`src/rtl/core/fcsg_pkg.sv`:
```
package fcsg_pkg;

  // Default field widths of the block.
  localparam int unsigned COORD_BITS_DEF  = 16;
  localparam int unsigned RADIUS_BITS_DEF = 12;
  localparam int unsigned COLOR_BITS      = 16;

  // The row limit is radius * 707 / 1000 + 1.
  localparam int unsigned LIMIT_NUM        = 707;
  localparam int unsigned LIMIT_DEN        = 1000;
  // Extra fraction bits of the reciprocal; 2^10 exceeds the divisor, which keeps the
  // rounded-up reciprocal exact for every radius.
  localparam int unsigned LIMIT_GUARD_BITS = 10;

  // A step item gives at most four spans.
  localparam int unsigned JOB_DEPTH    = 4;
  localparam int unsigned JOB_CNT_BITS = 3;

  typedef enum logic {
    MODE_START = 1'b0,
    MODE_STEP  = 1'b1
  } mode_e;

  // Flags that travel with each result.
  typedef struct packed {
    logic done;
    logic last;
    logic valid;
  } span_flags_t;

endpackage

```
`src/rtl/core/fcsg_engine.sv`:
```
module fcsg_engine #(
  parameter int unsigned COORD_BITS  = fcsg_pkg::COORD_BITS_DEF,
  parameter int unsigned RADIUS_BITS = fcsg_pkg::RADIUS_BITS_DEF
) (
  input  logic                                                   clk_i,
  input  logic                                                   rst_ni,
  input  logic                                                   take_i,
  input  fcsg_pkg::mode_e                                        mode_i,
  input  logic [COORD_BITS-1:0]                                  cx_i,
  input  logic [COORD_BITS-1:0]                                  cy_i,
  input  logic [RADIUS_BITS-1:0]                                 radius_i,
  input  logic [fcsg_pkg::COLOR_BITS-1:0]                        color_i,
  output logic [fcsg_pkg::JOB_CNT_BITS-1:0]                      job_cnt_o,
  output logic [fcsg_pkg::JOB_DEPTH-1:0][COORD_BITS-1:0]         job_left_o,
  output logic [fcsg_pkg::JOB_DEPTH-1:0][COORD_BITS-1:0]         job_right_o,
  output logic [fcsg_pkg::JOB_DEPTH-1:0][COORD_BITS-1:0]         job_row_o,
  output fcsg_pkg::span_flags_t [fcsg_pkg::JOB_DEPTH-1:0]        job_flags_o,
  output logic [fcsg_pkg::COLOR_BITS-1:0]                        job_color_o
);

  localparam int unsigned SQ_W   = 2 * RADIUS_BITS;
  localparam int unsigned K      = RADIUS_BITS + fcsg_pkg::LIMIT_GUARD_BITS;
  localparam int unsigned PROD_W = RADIUS_BITS + K;
  localparam int unsigned SW     = (COORD_BITS > RADIUS_BITS) ? COORD_BITS : RADIUS_BITS;
  localparam longint unsigned LIMIT_MUL =
    ((64'(fcsg_pkg::LIMIT_NUM) << K) + 64'(fcsg_pkg::LIMIT_DEN) - 64'd1) /
    64'(fcsg_pkg::LIMIT_DEN);
  localparam logic [K-1:0] LIMIT_MUL_V = K'(LIMIT_MUL);

  // Circle state.
  logic [COORD_BITS-1:0]           centre_col_q, centre_row_q;
  logic [fcsg_pkg::COLOR_BITS-1:0] fill_colour_q;
  logic [RADIUS_BITS-1:0]          run_x_q, step_i_q, step_limit_q;
  logic [SQ_W-1:0]                 square_bound_q, i_sq_q, x_sq_q;
  logic                            active_q;

  logic [PROD_W-1:0]      lim_prod;
  logic [RADIUS_BITS-1:0] start_limit;
  logic [SQ_W-1:0]        r_sq, start_bound;
  logic [SQ_W:0]          sq_sum;
  logic                   over, extra, x_dec, fin;
  logic [RADIUS_BITS-1:0] x_n, i_n, hw;
  logic [SQ_W-1:0]        x_sq_n, i_sq_n;

  function automatic logic [COORD_BITS-1:0] add_c(logic [COORD_BITS-1:0] a,
                                                  logic [RADIUS_BITS-1:0] b);
    logic [SW-1:0] s;
    s = SW'(a) + SW'(b);
    return s[COORD_BITS-1:0];
  endfunction

  function automatic logic [COORD_BITS-1:0] sub_c(logic [COORD_BITS-1:0] a,
                                                  logic [RADIUS_BITS-1:0] b);
    logic [SW-1:0] s;
    s = SW'(a) - SW'(b);
    return s[COORD_BITS-1:0];
  endfunction

  // Start: the limit comes from a multiplication by 707/1000, rounded up to K fraction bits.
  assign lim_prod    = PROD_W'(radius_i) * PROD_W'(LIMIT_MUL_V);
  assign start_limit = lim_prod[PROD_W-1:K] + RADIUS_BITS'(1);
  assign r_sq        = SQ_W'(radius_i) * SQ_W'(radius_i);
  assign start_bound = r_sq + SQ_W'(radius_i >> 1);

  // Step: the squares of i and x are kept up to date incrementally.
  assign sq_sum = {1'b0, i_sq_q} + {1'b0, x_sq_q};
  assign over   = sq_sum > {1'b0, square_bound_q};
  assign extra  = over && (run_x_q > step_limit_q);
  assign x_dec  = over && (run_x_q != '0);
  assign x_n    = run_x_q - RADIUS_BITS'(x_dec);
  assign x_sq_n = x_dec ? (x_sq_q - (SQ_W'(run_x_q) << 1) + SQ_W'(1)) : x_sq_q;
  assign i_n    = step_i_q + RADIUS_BITS'(1);
  assign i_sq_n = i_sq_q + (SQ_W'(step_i_q) << 1) + SQ_W'(1);
  assign hw     = step_i_q - RADIUS_BITS'(1);
  assign fin    = i_n > step_limit_q;

  always_comb begin
    job_cnt_o   = fcsg_pkg::JOB_CNT_BITS'(1);
    job_left_o  = '0;
    job_right_o = '0;
    job_row_o   = '0;
    job_flags_o = '0;
    job_color_o = '0;
    if (mode_i == fcsg_pkg::MODE_START) begin
      job_left_o[0]        = sub_c(cx_i, radius_i);
      job_right_o[0]       = add_c(cx_i, radius_i);
      job_row_o[0]         = cy_i;
      job_flags_o[0].valid = 1'b1;
      job_flags_o[0].last  = 1'b1;
      job_color_o          = color_i;
    end else if (!active_q) begin
      // Idle answer: no span, marked last and done.
      job_flags_o[0].last = 1'b1;
      job_flags_o[0].done = 1'b1;
    end else begin
      job_color_o = fill_colour_q;
      for (int k = 0; k < fcsg_pkg::JOB_DEPTH; k++) begin
        job_flags_o[k].valid = 1'b1;
      end
      if (extra) begin
        job_cnt_o      = fcsg_pkg::JOB_CNT_BITS'(4);
        job_left_o[0]  = sub_c(centre_col_q, hw);
        job_right_o[0] = add_c(centre_col_q, hw);
        job_row_o[0]   = add_c(centre_row_q, run_x_q);
        job_left_o[1]  = sub_c(centre_col_q, hw);
        job_right_o[1] = add_c(centre_col_q, hw);
        job_row_o[1]   = sub_c(centre_row_q, run_x_q);
        job_left_o[2]  = sub_c(centre_col_q, x_n);
        job_right_o[2] = add_c(centre_col_q, x_n);
        job_row_o[2]   = add_c(centre_row_q, step_i_q);
        job_left_o[3]  = sub_c(centre_col_q, x_n);
        job_right_o[3] = add_c(centre_col_q, x_n);
        job_row_o[3]   = sub_c(centre_row_q, step_i_q);
        job_flags_o[3].last = 1'b1;
        job_flags_o[3].done = fin;
      end else begin
        job_cnt_o      = fcsg_pkg::JOB_CNT_BITS'(2);
        job_left_o[0]  = sub_c(centre_col_q, x_n);
        job_right_o[0] = add_c(centre_col_q, x_n);
        job_row_o[0]   = add_c(centre_row_q, step_i_q);
        job_left_o[1]  = sub_c(centre_col_q, x_n);
        job_right_o[1] = add_c(centre_col_q, x_n);
        job_row_o[1]   = sub_c(centre_row_q, step_i_q);
        job_flags_o[1].last = 1'b1;
        job_flags_o[1].done = fin;
      end
    end
  end

  always_ff @(posedge clk_i or negedge rst_ni) begin
    if (!rst_ni) begin
      active_q <= 1'b0;
    end else if (take_i) begin
      if (mode_i == fcsg_pkg::MODE_START) begin
        active_q <= 1'b1;
      end else if (active_q && fin) begin
        active_q <= 1'b0;
      end
    end
  end

  always_ff @(posedge clk_i) begin
    if (take_i) begin
      if (mode_i == fcsg_pkg::MODE_START) begin
        centre_col_q   <= cx_i;
        centre_row_q   <= cy_i;
        fill_colour_q  <= color_i;
        run_x_q        <= radius_i;
        x_sq_q         <= r_sq;
        step_i_q       <= RADIUS_BITS'(1);
        i_sq_q         <= SQ_W'(1);
        step_limit_q   <= start_limit;
        square_bound_q <= start_bound;
      end else if (active_q) begin
        run_x_q  <= x_n;
        x_sq_q   <= x_sq_n;
        step_i_q <= i_n;
        i_sq_q   <= i_sq_n;
      end
    end
  end

endmodule

```
`src/rtl/core/filled_circle_span_generator_core.sv`:
```
// Filled circle span generator. A start item (tuser = 0) loads the centre, radius and
// colour of a circle and answers with the span of the centre row. Each step item
// (tuser = 1) then answers with two or four spans: the rows centre +/- i, and when the
// outer edge moves inwards while x exceeds the row limit also the rows centre +/- x.
// The result that finishes the circle carries done; a step item while no circle runs
// is answered by one result without a span, marked done. Every answer closes with
// tlast. A single output register delivers one span per cycle while the sink is ready.
// The first result of an item passes the input register, the span buffer and the
// output register. The input register takes the next item while the spans of the
// previous one are still leaving, and the output register holds a result while the
// sink stalls. There is no clearing pass after reset.
module filled_circle_span_generator_core #(
  parameter int unsigned COORD_BITS  = fcsg_pkg::COORD_BITS_DEF,
  parameter int unsigned RADIUS_BITS = fcsg_pkg::RADIUS_BITS_DEF,
  localparam int unsigned IN_W  = 2 * COORD_BITS + RADIUS_BITS + fcsg_pkg::COLOR_BITS,
  localparam int unsigned IN_TW = ((IN_W + 7) / 8) * 8,
  localparam int unsigned OUT_W  = 3 * COORD_BITS + fcsg_pkg::COLOR_BITS,
  localparam int unsigned OUT_TW = ((OUT_W + 7) / 8) * 8
) (
  input  logic              clk_i,
  input  logic              rst_ni,
  input  logic              s_axis_tvalid_i,
  output logic              s_axis_tready_o,
  // center_x, center_y, radius, color from the lowest bit up; zero padding above.
  input  logic [IN_TW-1:0]  s_axis_tdata_i,
  // mode
  input  logic [0:0]        s_axis_tuser_i,
  output logic              m_axis_tvalid_o,
  input  logic              m_axis_tready_i,
  // span_left, span_right, span_row, span_color from the lowest bit up.
  output logic [OUT_TW-1:0] m_axis_tdata_o,
  // span_valid, done_res from the lowest bit up.
  output logic [1:0]        m_axis_tuser_o,
  output logic              m_axis_tlast_o
);

  localparam int unsigned CB    = COORD_BITS;
  localparam int unsigned RB    = RADIUS_BITS;
  localparam int unsigned CLR_W = fcsg_pkg::COLOR_BITS;
  localparam int unsigned DEPTH = fcsg_pkg::JOB_DEPTH;
  localparam int unsigned CNT_W = fcsg_pkg::JOB_CNT_BITS;

  // Input register.
  logic                  in_vld_q;
  fcsg_pkg::mode_e       in_mode_q;
  logic [CB-1:0]         in_cx_q, in_cy_q;
  logic [RB-1:0]         in_r_q;
  logic [CLR_W-1:0]      in_color_q;

  // Span buffer holding the results of one item.
  logic [CNT_W-1:0]                   job_cnt_q;
  logic [DEPTH-1:0][CB-1:0]           job_left_q, job_right_q, job_row_q;
  fcsg_pkg::span_flags_t [DEPTH-1:0]  job_flags_q;
  logic [CLR_W-1:0]                   job_color_q;

  // Output register.
  logic                  out_vld_q;
  logic [CB-1:0]         out_left_q, out_right_q, out_row_q;
  logic [CLR_W-1:0]      out_color_q;
  fcsg_pkg::span_flags_t out_flags_q;

  // Results of the engine for the item in the input register.
  logic [CNT_W-1:0]                   eng_cnt;
  logic [DEPTH-1:0][CB-1:0]           eng_left, eng_right, eng_row;
  fcsg_pkg::span_flags_t [DEPTH-1:0]  eng_flags;
  logic [CLR_W-1:0]                   eng_color;

  logic s_acc, pop, take;

  // A span leaves the buffer whenever the output register is free or being emptied;
  // the next item enters the buffer when it is empty or as its last span leaves.
  assign pop   = (job_cnt_q != '0) && (!out_vld_q || m_axis_tready_i);
  assign take  = in_vld_q && ((job_cnt_q == '0) || ((job_cnt_q == CNT_W'(1)) && pop));
  assign s_axis_tready_o = !in_vld_q || take;
  assign s_acc = s_axis_tvalid_i && s_axis_tready_o;

  fcsg_engine #(
    .COORD_BITS (COORD_BITS),
    .RADIUS_BITS(RADIUS_BITS)
  ) u_fcsg_engine (
    .clk_i      (clk_i),
    .rst_ni     (rst_ni),
    .take_i     (take),
    .mode_i     (in_mode_q),
    .cx_i       (in_cx_q),
    .cy_i       (in_cy_q),
    .radius_i   (in_r_q),
    .color_i    (in_color_q),
    .job_cnt_o  (eng_cnt),
    .job_left_o (eng_left),
    .job_right_o(eng_right),
    .job_row_o  (eng_row),
    .job_flags_o(eng_flags),
    .job_color_o(eng_color)
  );

  always_ff @(posedge clk_i or negedge rst_ni) begin
    if (!rst_ni) begin
      in_vld_q  <= 1'b0;
      job_cnt_q <= '0;
      out_vld_q <= 1'b0;
    end else begin
      if (s_acc) begin
        in_vld_q <= 1'b1;
      end else if (take) begin
        in_vld_q <= 1'b0;
      end
      if (take) begin
        job_cnt_q <= eng_cnt;
      end else if (pop) begin
        job_cnt_q <= job_cnt_q - CNT_W'(1);
      end
      if (pop) begin
        out_vld_q <= 1'b1;
      end else if (m_axis_tready_i) begin
        out_vld_q <= 1'b0;
      end
    end
  end

  always_ff @(posedge clk_i) begin
    if (s_acc) begin
      in_cx_q    <= s_axis_tdata_i[CB-1:0];
      in_cy_q    <= s_axis_tdata_i[2*CB-1:CB];
      in_r_q     <= s_axis_tdata_i[2*CB+RB-1:2*CB];
      in_color_q <= s_axis_tdata_i[IN_W-1:2*CB+RB];
      in_mode_q  <= fcsg_pkg::mode_e'(s_axis_tuser_i[0]);
    end
    if (take) begin
      job_left_q  <= eng_left;
      job_right_q <= eng_right;
      job_row_q   <= eng_row;
      job_flags_q <= eng_flags;
      job_color_q <= eng_color;
    end else if (pop) begin
      for (int k = 0; k < DEPTH - 1; k++) begin
        job_left_q[k]  <= job_left_q[k+1];
        job_right_q[k] <= job_right_q[k+1];
        job_row_q[k]   <= job_row_q[k+1];
        job_flags_q[k] <= job_flags_q[k+1];
      end
    end
    if (pop) begin
      out_left_q  <= job_left_q[0];
      out_right_q <= job_right_q[0];
      out_row_q   <= job_row_q[0];
      out_flags_q <= job_flags_q[0];
      out_color_q <= job_color_q;
    end
  end

  assign m_axis_tvalid_o = out_vld_q;
  assign m_axis_tdata_o  = OUT_TW'({out_color_q, out_row_q, out_right_q, out_left_q});
  assign m_axis_tuser_o  = {out_flags_q.done, out_flags_q.valid};
  assign m_axis_tlast_o  = out_flags_q.last;

endmodule

```
`config.mk`:
```
export PLATFORM = sky130hd
export DESIGN_NAME = filled_circle_span_generator_core
export DESIGN_NICKNAME = d
export VERILOG_FILES = /design/src/rtl/core/fcsg_pkg.sv /design/src/rtl/core/fcsg_engine.sv /design/src/rtl/core/filled_circle_span_generator_core.sv
export SDC_FILE = /design/constraint.sdc
export NUM_CORES = 2
export LEC_CHECK = 0
export BUFFER_PORTS_ARGS = -buffer_cell sky130_fd_sc_hd__buf_2
export CAP_MARGIN = 20
export CELL_PAD_IN_SITES_DETAIL_PLACEMENT = 0
export CELL_PAD_IN_SITES_GLOBAL_PLACEMENT = 1
export CORE_UTILIZATION = 54
export DETAILED_ROUTE_END_ITERATION = 12
export GPL_TIMING_DRIVEN = 0
export HOLD_SLACK_MARGIN = 0.08
export PLACE_DENSITY = 0.89
export SETUP_SLACK_MARGIN = 0.3
export SYNTH_ARGS = -nofsm -noshare
export SYNTH_HDL_FRONTEND = slang
export SYNTH_SLANG_ARGS = --single-unit
```
`constraint.sdc`:
```
create_clock -name clk_i -period 14.4 [get_ports clk_i]
set_input_delay 0.72 -clock clk_i [delete_from_list [all_inputs] [get_ports clk_i]]
set_output_delay 0.72 -clock clk_i [all_outputs]
set_load 0.01 [all_outputs]
```
==> results.md <==
- The highest fanout seen on the critical path is 4.
- The TritonCTS sink count is between 500 and 600.
- The final count of negative-setup-slack endpoints is 0.
- The total congestion overflow after global routing is 0.
- The required arrival time at the worst endpoint is 14.77 ns.
- The clock-pin slew on the worst setup and hold paths is approximately 0.060 ns.
- The layout overhead on the synthesized area is 10.3%.
- The worst hold path belongs to the class primary input to flip-flop.
- Buffers inserted during clock tree synthesis total 57.
- TritonCTS built the clock tree.
- The region available for standard cell placement spans 0.0703 mm².
- The first routing iteration left 2,943 violations.
- Gates resized during post-CTS repair numbered 0.
- The kind of end point of the critical path is a flip-flop.
- The final layout contains routed wiring with a total length of roughly 110,000 µm.
- Data on the critical path arrives at its endpoint at 8.94 ns.
- Synthesis produced a netlist with a net count of ~4.3k.
- 0 antenna diodes ended up in the layout.
- The number of warnings issued by yosys is 0.
- The depth of the CTS H-tree is 2.
- The synthesized design contains roughly 500 enable-type register cells.
- The length of the first detailed-routing pass in iterations is 6.
- The congestion estimate from routability-driven global placement came to 0.984.
- The path type of the worst setup path is flip-flop to flip-flop.
- The most numerous cell on the critical path is a21oi_1.
- On the final layout, the worst clock skew is 0.0406 ns.
- The shortest period the worst path allows is 8.58 ns.
- The number of buffers and inverters on the critical path is 2.
- Including well taps, the total number of placed cells is 4,717.
- The count of input and output buffers is 133.
- The slowest stage of the critical path belongs to the cell xnor2_1.
- The average wire length per cell after detail routing is 23.3 µm.
- Synthesis inferred 510 register bits.
- The final antenna-violating net count is 0.
- A synthesized cell averages 10.6 µm².
- Among all flip-flop cells after synthesis, the most frequent one is edfxtp_1.
- For this run, the slowest stage of the critical path takes 0.55 ns.
- The run finished with clean final reports.
- The number of global-route vias before repair is between 20k and 30k.
- From left edge to right edge, the die measures 269 µm.
- In the finished design, the share of the clock period the worst path needs comes to 0.596.
- The number of slew-limit violations in the final report is 0.
- Setup repair after global routing left no endpoint under its margin.
- The clock passes through at most 3 buffers.
- The count of placed standard cells in the final layout, fillers left out is 4,825.
- The largest net degree at the start of global routing is 70.
- After clock tree synthesis, the flow added hold-fix buffers numbering 1.
- At the later pin of the worst-skew pair, clock insertion delay measures 0.65 ns.
- Hold timing on the final database bottoms out at a slack of 0.247 ns.
- The share of cells above drive strength 1 is 0.0801.
- At the pin with the least slew margin, the transition time is 1.22 ns.
- CTS placed an instance of clkbuf_16 at the clock tree root.
- The maximum frequency from static timing analysis is 0.117 GHz.
- The number of distinct library cells after synthesis is 95.
- The placed wire-length estimate after detailed placement is 87,100 µm.
- The worst setup path is launched from a flip-flop.
- The kind of cell with the highest combined delay along the critical path is compound AO/OA/AOI/OAI gates.
- The ratio of routed vias to standard cells is ~6.
- The wire length of the first global-routing pass is 167,000 µm.
- The number of nets at the end of the flow is ~4.5k.
- The accumulated negative setup slack is 0 ns.
- The number of I/O pins is 138.
- The final hold violation count is 0.
- The number of antenna violations at the first check in global routing is 1.
- The share of async-settable or async-resettable flops after synthesis is 0.0118.
- Summing every instance area after synthesis gives 0.0385 mm².
- For this configuration, the core starts out at a cell density of 0.548.
- In this run the tightest slew margin relative to its limit is 0.190.
- From bottom edge to top edge, the die measures ~270 µm.
- The total via count in the routed design is 28.4k.
- The DRC violation count after routing is 0.
- The number of maximum-capacitance violations is 0.
- The sequential-to-total area share from yosys stat is 0.397.
- The row count is between 90 and 100.
- The area of the die is ~0.072 mm².
- The overall routing resource usage is 0.314.
- Once the clock tree was built, the setup fixing pass inserted 0 buffers.
- The post-synthesis instance total is 3,634.
cell usage in the layout, fill, tap and decap left out, types with 58 or more instances in the layout:
cell / n
edfxtp_1: 502
inv_1: 465
ha_1: 408
nor2_1: 278
nand2_1: 236
a21oi_1: 197
fa_1: 192
xnor2_1: 182
buf_2: 139
o21ai_0: 121
clkbuf_1: 86
xor2_1: 76
nor3_1: 73
a21o_1: 68
clkbuf_16: 58
worst paths after layout:
kind	depth (start not counted)	end	from	slack [ns]
hold reg to reg	0	out_color_q[8]	job_color_q[8]	0.41
min in group asynchronous	2	u_fcsg_engine.active_q	rst_ni	0.43
setup / recovery	35	job_right_q[15]	u_fcsg_engine.i_sq_q[0]	5.82
setup reg to reg	35	job_right_q[15]	u_fcsg_engine.i_sq_q[0]	5.82
max in group asynchronous	2	job_cnt_q[0]	rst_ni	13.80
hold / removal	1	in_cy_q[0]	s_axis_tdata_i[16]	0.25
layout make-up:
cell class,count,area (µm²)
clock buffer,67,1490
inverter,471,1770
sequential,510,15300
timing repair buffer,145,915
fill,5928,27800
tap,940,1180
multi-input combinational,2549,21000
clock inverter,39,379
buffer,104,432
flip-flops by register name, summed over array words and instances, names as in the netlist, 24 cells and up:
| name | flops |
|---|---|
| job_right_q | 64 |
| job_row_q | 64 |
| u_fcsg_engine.i_sq_q | 24 |
| u_fcsg_engine.square_bound_q | 24 |
| job_left_q | 64 |
| u_fcsg_engine.x_sq_q | 24 |
cells in the mapped netlist (27+ instances only):
| library cell | n | area share |
|---|---|---|
| o31ai_1 | 45 | 0.0088 |
| nor2_1 | 278 | 0.027 |
| ha_1 | 408 | 0.13 |
| mux2i_1 | 44 | 0.011 |
| fa_1 | 192 | 0.10 |
| nand2b_1 | 30 | 0.0049 |
| clkbuf_1 | 80 | 0.0078 |
| o21ai_0 | 121 | 0.016 |
| or3_1 | 29 | 0.0047 |
| and3_1 | 34 | 0.0055 |
| a21o_1 | 68 | 0.013 |
| inv_1 | 465 | 0.045 |
| a21oi_1 | 197 | 0.026 |
| xor2_1 | 76 | 0.017 |
| edfxtp_1 | 502 | 0.39 |
| nor2b_1 | 38 | 0.0062 |
| o21bai_1 | 33 | 0.0064 |
| nor3_1 | 73 | 0.0095 |
| nand4_1 | 27 | 0.0044 |
| and2_1 | 27 | 0.0044 |
| nand2_1 | 236 | 0.023 |
| xnor2_1 | 182 | 0.041 |
| nand3_1 | 57 | 0.0074 |
kinds of logic after synthesis:
group	Yosys count	share of synthesized area
AND/OR/NAND/NOR	893	0.110
AO/OA/AOI/OAI	730	0.127
adder cells (fa/ha/maj)	600	0.232
buffers and inverters	575	0.0569
flip-flops	510	0.397
XOR/XNOR	259	0.0591
multiplexers	67	0.0182
per-layer routing:
| layer | part of all wire | vias to the layer above | global-route usage |
|---|---|---|---|
| met4 | 0.040 | 2 | 0.118 |
| li1 | - | 13200 | - |
| met2 | 0.47 | 1181 | 0.516 |
| met5 | 0.00012 | - | 0 |
| met3 | 0.075 | 235 | 0.0457 |
| met1 | 0.41 | 13800 | 0.420 |
worst register-to-register path, delay by kind of cell (launching register included):
family,cells,cell delay (ns)
compound gates,20,4.03
fa+ha+maj,5,1.34
simple gates,4,1.10
xor+xnor,2,0.72
flops,1,0.45
mux,2,0.42
buf+inv,2,0.26
metrics by stage:
step | setup WS (ns) | util | area, µm²
after CTS | 6.03 | 0.604 | 42400
after detailed placement | 6.09 | 0.577 | 40600
after floorplan | 6.96 | - | 38500
final | 5.82 | 0.604 | 42500
after global routing | 5.28 | 0.604 | 42500
after global placement | 4.18 | 0.574 | 40300
Power is not shown: default switching activity piles up to over one toggle a cycle in this logic, so the estimate is an artifact.
